**src/rtl/sle_pkg.sv**
```systemverilog
// Shared types and codes for the sorted list engine.
package sle_pkg;

    localparam int VALUE_W = 32;

    typedef enum logic [2:0] {
        REQ_INSERT     = 3'd0,
        REQ_DELETE     = 3'd1,
        REQ_SEARCH     = 3'd2,
        REQ_REMOVE_MIN = 3'd3,
        REQ_REMOVE_MAX = 3'd4
    } t_req;

    typedef enum logic [1:0] {
        ST_DONE = 2'd0,
        ST_MISS = 2'd1,
        ST_FULL = 2'd2
    } t_status;

    // What every cell does with its entry on a committed request.
    typedef enum logic [1:0] {
        CM_HOLD      = 2'd0,
        CM_INSERT    = 2'd1,
        CM_CLOSE_GAP = 2'd2,
        CM_SHIFT_ALL = 2'd3
    } t_cell_mode;

    typedef struct packed {
        logic       en;
        t_cell_mode mode;
    } t_cell_ctrl;

endpackage

```
**src/rtl/sle_cell.sv**
```systemverilog
// One slot of the sorted chain: holds an entry and compares it with the operand.
module sle_cell
    import sle_pkg::*;
(
    input  logic                      i_clk,
    input  t_cell_ctrl                i_ctrl,
    input  logic signed [VALUE_W-1:0] i_operand,
    input  logic                      i_in_use,
    input  logic                      i_left_lt,
    input  logic signed [VALUE_W-1:0] i_left_val,
    input  logic signed [VALUE_W-1:0] i_right_val,
    output logic signed [VALUE_W-1:0] o_val,
    output logic                      o_lt,
    output logic                      o_eq
);

    logic signed [VALUE_W-1:0] r_val;
    logic signed [VALUE_W-1:0] n_val;

    assign o_val = r_val;
    assign o_lt  = i_in_use && (r_val < i_operand);
    assign o_eq  = i_in_use && (r_val == i_operand);

    always_comb begin
        n_val = r_val;
        case (i_ctrl.mode)
            CM_INSERT: begin
                // keep smaller entries, take the operand at the boundary, shift the rest up
                if (o_lt) begin
                    n_val = r_val;
                end else if (i_left_lt) begin
                    n_val = i_operand;
                end else begin
                    n_val = i_left_val;
                end
            end
            CM_CLOSE_GAP: begin
                if (!o_lt) begin
                    n_val = i_right_val;
                end
            end
            CM_SHIFT_ALL: n_val = i_right_val;
            default:      n_val = r_val;
        endcase
    end

    always_ff @(posedge i_clk) begin
        if (i_ctrl.en) begin
            r_val <= n_val;
        end
    end

endmodule

```
**src/rtl/sorted_list_engine.sv**
```systemverilog
// Top level of the sorted list engine: request decode, cell chain and result register.
// A result appears in the output register in the cycle after its request is taken.
// Throughput: one request per cycle unless stalled; each cell compares its entry with
// broadcast operand and moves one slot in the same cycle, so no request waits on another.
// Reset (synchronous, active low) clears the entry count and the output valid flag;
// entry contents are not cleared, since only slots below the count are ever used.
module sorted_list_engine
    import sle_pkg::*;
#(
    parameter int CAPACITY = 16
) (
    input  logic        i_clk,
    input  logic        i_rst_n,
    input  logic        s_tvalid,
    output logic        s_tready,
    input  logic [31:0] s_tdata,   // [31:0] operand_value
    input  logic [2:0]  s_tuser,   // [2:0] req_type
    output logic        m_tvalid,
    input  logic        m_tready,
    output logic [39:0] m_tdata,   // [31:0] removed_value, [36:32] entry_count,
                                   // [37] is_empty, [39:38] zero
    output logic [1:0]  m_tuser    // [1:0] status
);

    localparam int CW = $clog2(CAPACITY + 1);
    localparam logic [CW-1:0] FULL_COUNT = CW'(CAPACITY);

    // Chain wiring: each cell sees its neighbors' entries and the left one's compare.
    logic signed [VALUE_W-1:0] w_val [CAPACITY];
    logic [CAPACITY-1:0]       w_lt;
    logic [CAPACITY-1:0]       w_eq;
    logic [CAPACITY-1:0]       w_in_use;
    logic [CAPACITY-1:0]       w_last;

    logic [CW-1:0]             r_occ;
    logic [CW-1:0]             n_occ;
    logic                      r_m_valid;
    logic [VALUE_W-1:0]        r_removed;
    t_status                   r_status;
    logic [CW-1:0]             r_count;

    logic                      w_accept;
    logic signed [VALUE_W-1:0] w_operand;
    logic                      w_found;
    logic [VALUE_W-1:0]        w_top_val;
    t_cell_ctrl                w_ctrl;
    t_status                   w_status;
    logic [VALUE_W-1:0]        w_removed;
    logic [CW+4:0]             w_count_ext;

    // Take a new request whenever the output register is free or being drained.
    assign s_tready  = !r_m_valid || m_tready;
    assign w_accept  = s_tvalid && s_tready;
    assign w_operand = s_tdata;

    generate
        for (genvar i = 0; i < CAPACITY; i++) begin : g_cell
            assign w_in_use[i] = CW'(i) < r_occ;
            if (i == CAPACITY - 1) begin : g_tail
                assign w_last[i] = w_in_use[i];
            end else begin : g_body
                assign w_last[i] = w_in_use[i] && !w_in_use[i+1];
            end

            sle_cell u_cell (
                .i_clk      (i_clk),
                .i_ctrl     (w_ctrl),
                .i_operand  (w_operand),
                .i_in_use   (w_in_use[i]),
                .i_left_lt  ((i == 0) ? 1'b1 : w_lt[(i == 0) ? 0 : i-1]),
                .i_left_val ((i == 0) ? w_operand : w_val[(i == 0) ? 0 : i-1]),
                .i_right_val((i == CAPACITY - 1) ? w_val[i]
                                                 : w_val[(i == CAPACITY - 1) ? i : i+1]),
                .o_val      (w_val[i]),
                .o_lt       (w_lt[i]),
                .o_eq       (w_eq[i])
            );
        end
    endgenerate

    assign w_found = |w_eq;

    // Pick the largest entry: only the last occupied cell drives the OR.
    always_comb begin
        w_top_val = '0;
        for (int i = 0; i < CAPACITY; i++) begin
            w_top_val = w_top_val | (w_last[i] ? w_val[i] : '0);
        end
    end

    // Decode the request into a chain command, the new count and the result.
    always_comb begin
        w_ctrl.mode = CM_HOLD;
        n_occ       = r_occ;
        w_status    = ST_MISS;
        w_removed   = '0;
        unique case (s_tuser)
            REQ_INSERT: begin
                if (r_occ == FULL_COUNT) begin
                    w_status = ST_FULL;
                end else begin
                    w_ctrl.mode = CM_INSERT;
                    n_occ       = r_occ + CW'(1);
                    w_status    = ST_DONE;
                end
            end
            REQ_DELETE: begin
                // the first equal entry sits at the first slot not below the operand
                if (w_found) begin
                    w_ctrl.mode = CM_CLOSE_GAP;
                    n_occ       = r_occ - CW'(1);
                    w_status    = ST_DONE;
                end
            end
            REQ_SEARCH: begin
                if (w_found) begin
                    w_status = ST_DONE;
                end
            end
            REQ_REMOVE_MIN: begin
                if (r_occ != '0) begin
                    w_ctrl.mode = CM_SHIFT_ALL;
                    n_occ       = r_occ - CW'(1);
                    w_status    = ST_DONE;
                    w_removed   = w_val[0];
                end
            end
            REQ_REMOVE_MAX: begin
                // drop the top slot by shrinking the count; entries stay put
                if (r_occ != '0) begin
                    n_occ     = r_occ - CW'(1);
                    w_status  = ST_DONE;
                    w_removed = w_top_val;
                end
            end
            default: begin
                w_status = ST_MISS;
            end
        endcase
        w_ctrl.en = w_accept;
    end

    always_ff @(posedge i_clk) begin
        if (!i_rst_n) begin
            r_occ     <= '0;
            r_m_valid <= 1'b0;
        end else begin
            if (w_accept) begin
                r_occ     <= n_occ;
                r_m_valid <= 1'b1;
            end else if (m_tready) begin
                r_m_valid <= 1'b0;
            end
        end
    end

    // Result payload: load with each accepted request, hold while stalled.
    always_ff @(posedge i_clk) begin
        if (w_accept) begin
            r_removed <= w_removed;
            r_status  <= w_status;
            r_count   <= n_occ;
        end
    end

    assign w_count_ext = {5'b0, r_count};

    assign m_tvalid = r_m_valid;
    assign m_tdata  = {2'b00, (r_count == '0), w_count_ext[4:0], r_removed};
    assign m_tuser  = r_status;

endmodule
```
**config.mk**
```make
export PLATFORM = sky130hd
export DESIGN_NAME = sorted_list_engine
export DESIGN_NICKNAME = d
export VERILOG_FILES = /design/src/rtl/sle_pkg.sv /design/src/rtl/sle_cell.sv /design/src/rtl/sorted_list_engine.sv
export SDC_FILE = /design/constraint.sdc
export NUM_CORES = 2
export LEC_CHECK = 0
export BUFFER_PORTS_ARGS = -buffer_cell sky130_fd_sc_hd__buf_4
export CORE_MARGIN = 5
export CORE_UTILIZATION = 34
export CTS_CLUSTER_SIZE = 16
export DETAILED_ROUTE_END_ITERATION = 12
export GPL_TIMING_DRIVEN = 0
export SLEW_MARGIN = 20
export SYNTH_ARGS = -nofsm -noshare
export SYNTH_HDL_FRONTEND = slang
export SYNTH_SLANG_ARGS = --single-unit
```
**constraint.sdc**
```tcl
create_clock -name i_clk -period 6.5 [get_ports i_clk]
set_clock_uncertainty 0.2 [all_clocks]
set_input_delay 0.65 -clock i_clk [delete_from_list [all_inputs] [get_ports i_clk]]
set_output_delay 0.65 -clock i_clk [all_outputs]
set_load 0.01 [all_outputs]
```
* After elaboration in Yosys (flattened, before gate mapping)
Cells that the tools add are included.
** Cells by class
- Add/sub/neg operators :: 2
- Magnitude comparators :: 32
- Equality and inequality tests :: 54
- Mux-type cells :: 93
- Bitwise logic cells :: 16
- Reductions and logical operators :: 89
** Operators by type and width (count)
- $mux W32 :: 63
- $pmux W32 S3 :: 15
- $eq A32 B32 Y1 :: 16
- $lt A32 B32 Y1 :: 16
- $or A32 B32 Y32 :: 15
- $pmux W32 S2 :: 1
- $ne A2 B2 Y1 const B :: 30
- $reduce_and A4 Y1 :: 15
- $logic_and A1 B1 Y1 :: 48
- $lt A4 B5 Y1 const A :: 8
- $lt A3 B5 Y1 const A :: 4
- $logic_not A1 Y1 :: 16
- $reduce_or A16 Y1 :: 1
- $mux W5 :: 3
- $pmux W5 S3 :: 1
- $pmux W2 S3 :: 2
- $lt A1 B5 Y1 const A :: 2
- $lt A2 B5 Y1 const A :: 2
- $eq A3 B2 Y1 const B :: 2
- $mux W2 :: 3
- $add A5 B1 Y5 const B :: 1
- $eq A5 B5 Y1 const B :: 1
- $logic_not A5 Y1 :: 1
- $mux W1 :: 5
- 13 further kinds :: 15
** Storage, ports and cells
- Bits in registers :: 557
- Input port bits :: 39
- Output and inout port bits :: 44
- Word-level logic and storage cells :: 307

* Longest topological paths before layout
- Depth after elaboration :: 21
- Depth in mapped cells :: 16
- Mapped depth without buffers :: 10

* Cells and area by module
Synthesis repeated with hierarchy kept, for this count alone.
** Second synthesis, totals
- Cells, all modules :: 4863
- Area, all modules :: 45333.5 µm²
** Modules (own cells, without submodules)
- sle_cell :: times used 16, cells each 261, area an instance 2492.4 µm², sequential area each 960.9 µm²
- sorted_list_engine :: times used 1, cells each 687, area an instance 5455.2 µm², sequential area each 1291.2 µm²

* Worst setup path before layout
OpenSTA, ideal clock, no wires.
- Path type :: input-to-reg
- Start :: input port s_tdata[5]
- End :: register g_cell[15].u_cell.r_val[0], enable pin
- Setup time :: 0.501 ns
- Arrival :: 5.815 ns
- Required time :: 5.799 ns
- Slack :: -0.016 ns
- Stages on the path :: 11
- Path buffers :: 2
- Cells stage by stage :: clkbuf_1 clkbuf_1 inv_1 ha_1 a21o_1 a21o_1 a21oi_1 o21ai_0 a31o_2 o211a_1 nor4_1
** On the way
- Longest elaborated chain between the ends :: 7
- Elaborated cells between the ends (all ways) :: 40
- Those cells by class :: order compare: 1; eq/ne: 17; mux: 2; bitwise: 1; reduce/logical: 19
** Ends and longest elaborated chain
- from (decl) :: line sorted_list_engine.sv:16 : input logic [31:0] s_tdata,
- $eq A32 B32 Y1 :: line sle_cell.sv:22 : assign o_eq = i_in_use && (r_val == i_operand);
- $logic_and A1 B1 Y1 :: line sle_cell.sv:22
- $reduce_or A16 Y1 :: line sorted_list_engine.sv:81 : assign w_found = |w_eq;
- $mux W2 :: line sorted_list_engine.sv:109 : if (w_found) begin
- $pmux W2 S3 :: line sorted_list_engine.sv:97 : unique case (s_tuser)
- $eq A2 B1 Y1 :: line sle_cell.sv:26 : case (i_ctrl.mode)
- $reduce_and A3 Y1 (no source line) *
- to (signal assigned) :: line sle_cell.sv:49 : r_val <= n_val;
- to (decl) :: line sle_cell.sv:17 : logic signed [VALUE_W-1:0] r_val;
Every way passes the cells marked *; elsewhere a longest branch is shown, timed or not.
A chain may end at the register's enable or synchronous reset.

* Worst setup path in the final report
- Start :: input port s_tdata[1]
- End :: register g_cell[3].u_cell.r_val[29], data pin
** On the way
- Longest elaborated chain between the ends :: 7
- Elaborated cells between the ends (all ways) :: 43
- Those cells by class :: order compare: 1; eq/ne: 19; mux: 5; reduce/logical: 18
** Ends and longest elaborated chain
- $eq A32 B32 Y1 :: line sle_cell.sv:22
- $logic_and A1 B1 Y1 :: line sle_cell.sv:22
- $reduce_or A16 Y1 :: line sorted_list_engine.sv:81
- $mux W2 :: line sorted_list_engine.sv:109
- $pmux W2 S3 :: line sorted_list_engine.sv:97
- $eq A2 B2 Y1, or another cell as far along
- $pmux W32 S3 * :: line sle_cell.sv:26
- named net g_cell[3].u_cell.n_val[29] :: line sle_cell.sv:18 : logic signed [VALUE_W-1:0] n_val;
- to (signal assigned) :: line sle_cell.sv:49
- to (decl) :: line sle_cell.sv:17
Mark *: on every way through the listed nets, which the timed path passes. The rest lies on a longest branch. The select of a mux whose other input is x is not followed.

==> impl_metrics.json <==
{
  "path_max_fanout": 17,
  "cts_num_sinks": 557,
  "antenna_left": 0,
  "routed-via-count": 42300,
  "grt_start_max_net_pins": 26,
  "grt_util_all_layers_pct": 36.32,
  "async_flop_share_pct": 0,
  "violations": "setup timing",
  "synth_edf_count": 551,
  "fp.dieW_um": 363.8,
  "grt_pass1_wl_um": 330400,
  "ys_types": 80,
  "syn_avg_cell_area_sq_um": 9.921,
  "post-place-ws_ns": -1.020,
  "fmax_mhz": 149.9,
  "nets": 5050,
  "initial_core_util_pct": 34.29,
  "clockBufferDepth": 3,
  "routabilityCongestion": 1.060,
  "rows": 129,
  "slew_headroom_pct": 11.81,
  "finalWorstSetupSlack_ns": -0.1708,
  "hold_viol_final": 0,
  "place_area_sq_um": 46550,
  "path_clk_slew_ns": 0.06,
  "synth_commonest_cells": "nand2_1 (626), edfxtp_1 (551), o21ai_0 (545)",
  "tritoncts": "yes",
  "syn_inst": 4290,
  "tightest_slew_ns": 1.323,
  "final_cell_area_sq_um": 48980,
  "status": "complete, but fails checks",
  "critPathCaptureType": "flop",
  "critPathMaxStageDelay_ns": 0.99,
  "maxSlewViolCount": 0,
  "hold_class": "in -> reg",
  "pwr_density_cell_nw_per_um2": 222.5,
  "synthTopCellsByArea": "edfxtp_1 (39%), ha_1 (15%), mux2i_1 (10%), o21ai_0 (6.4%), nand2_1 (5.5%)",
  "p_total_uw": 10900,
  "io_pins": 83,
  "synth_area_sq_um": 42560,
  "clock_latency_ns": 0.68,
  "dpl.hpwl_um": 185400,
  "fin_crit_ns": 6.671,
  "maxCapViolations": 0,
  "rsz0062_at_grt": "false",
  "drt_first_pass_iters": 9,
  "yosysSeqAreaShare_pct": 39.16,
  "ctsHtreeMaxLevel": 3,
  "dp_cells": 6048,
  "finalSetupViolCount": 87,
  "vias_per_cell": 6.830,
  "numPortBuffers": 60,
  "coreArea_sq_um": 124100,
  "synth.ff_latch_count": 557,
  "cpMaxStageDelayCell": "clkbuf_1",
  "grt_pass1_vias": 38480,
  "wl_per_cell_um": 40.28,
  "instances_no_fill": 6193,
  "synth_most_common_cell": "nand2_1",
  "path_cells": "clkbuf_1 -> clkbuf_1 -> inv_1 -> ha_1 -> nor2b_1 -> o211ai_1 -> a2111oi_0 -> a211oi_1 -> o21bai_1 -> o31ai_2 -> clkbuf_1 -> mux2i_1 -> o21ai_0",
  "grt_overflow": 0,
  "crit_family": "compound AO/OA/AOI/OAI gates",
  "dr.first_iter.drc_count": 7500,
  "syn_to_final_growth_pct": 15.09,
  "drt_wl_total_um": 249400,
  "cts_root_buffer": "clkbuf_16",
  "synth_top_area_share_pct": 38.88,
  "synth_top_area_cell": "edfxtp_1",
  "p_leak_uw": 0.01809,
  "cp_data_required_time_ns": 6.67,
  "cp_common_cell": "clkbuf_1",
  "antenna_found_initial": 15,
  "fp.dieH_um": 363.8,
  "synthFlopType": "edfxtp_1",
  "worst_ep_arrival_time_ns": 6.84,
  "crit_buf_inv": 4,
  "ys_warn_count": 0,
  "numCtsBuffers": 72,
  "criticalPathCategory": "in -> reg",
  "period_share_pct": 102.6,
  "cp-start-kind": "input pin",
  "drc": 0,
  "dieArea_sq_um": 132400,
  "postCtsHoldBufs": 0,
  "drive_gt1_share_pct": 10.44,
  "vdd_drop_max_v": 0.0001712
}
-- worst min-delay path, delay by kind of cell --
family / cells / cell delay (ns)
buf+inv: 2 / 0.15
compound gates: 1 / 0.06
-- worst paths after layout --
check | startpoint | slack, ns | depth (start not counted) | to
max reg2reg | r_occ[4]$_SDFFE_PN0P_ | 0.46 | 12 | g_cell[7].u_cell.o_val[13]$_DFFE_PP_
min | s_tvalid | 0.06 | 3 | m_tvalid$_SDFFE_PN0P_
min reg2reg | m_tvalid$_SDFFE_PN0P_ | 0.35 | 2 | m_tvalid$_SDFFE_PN0P_
max | s_tdata[1] | -0.17 | 13 | g_cell[3].u_cell.o_val[29]$_DFFE_PP_
-- layout make-up --
class | instances | area (sq um)
multi-input cells | 3365 | 24750
clock buffers | 87 | 1879
repair buffers | 131 | 1649
flip-flops and latches | 557 | 16670
inverters | 79 | 306.5
plain buffers | 289 | 1287
diodes | 7 | 17.52
fillers | 12250 | 75140
well taps | 1637 | 2048
clock inverters | 41 | 376.6
-- layer usage --
layer  wire length (um)  vias up  global-route usage, %  part of all wire, %
met5                268        -                  1.212                 0.11
met4              21120       14                  24.58                  8.5
met3              34650      885                  12.00                   14
met2              99330     3770                  51.13                   40
met1              94060    20660                  47.08                   38
li1                   -    16980                      -                    -
-- kinds of logic after synthesis --
| group | after synthesis | share of synthesized area [%] |
|---|---|---|
| other | 1 | 0.008811 |
| adder cells (fa/ha/maj) | 516 | 15.17 |
| AND/OR/NAND/NOR | 1081 | 11.69 |
| buffers and inverters | 369 | 3.531 |
| flip-flops | 557 | 39.16 |
| XOR/XNOR | 6 | 0.1235 |
| AO/OA/AOI/OAI | 1287 | 19.08 |
| multiplexers | 473 | 11.24 |
-- per-stage QoR --
| step | util, % | setup TNS (ns) | hold slack (ns) |
|---|---|---|---|
| after global placement | 36.31 | -2835.89 | 0.3262 |
| after detailed placement | 37.50 | -487.61 | 0.3382 |
| after global routing | 39.45 | 0 | 0.06419 |
| final | 39.46 | -3.774 | 0.05689 |
| after CTS | 39.34 | 0 | 0.03601 |
| after floorplan | - | 0 | 0.3456 |
-- registers in the layout, indices dropped and copies added, names as in the netlist --
name                 cells
r_count                  5
m_tuser                  2
r_occ                    5
g_cell.u_cell.o_val    512
r_removed               32
m_tvalid                 1
-- cells in the final DEF (no fill, tap or decap), drive strengths merged, types with 29 or more instances in the layout --
| cell | n |
|---|---|
| nor3 | 34 |
| mux2 | 36 |
| o21ai | 548 |
| a211oi | 67 |
| mux2i | 437 |
| buf | 207 |
| nand3 | 41 |
| a22o | 93 |
| nand4 | 170 |
| nor2 | 80 |
| ha | 516 |
| a222oi | 32 |
| edfxtp | 551 |
| inv | 78 |
| nor2b | 29 |
| a22oi | 108 |
| a21oi | 202 |
| clkbuf | 298 |
| clkinv | 32 |
| nand2b | 34 |
| nand2 | 626 |
| a21o | 82 |
-- report_power, final --
part | total [uW] | switching, uW | internal [uW] | leakage [uW]
registers | 4330 | 177 | 4150 | 0.00510
clock network | 4130 | 1830 | 2300 | 0.00110
logic | 2440 | 1660 | 779 | 0.0119
-- timing repair --
action                     CTS  global route
gates cloned                 0             0
setup endpoints to repair  228           114
buffers inserted             0            11
gates resized for setup      7            19
Power figures use the tool's default switching activity.
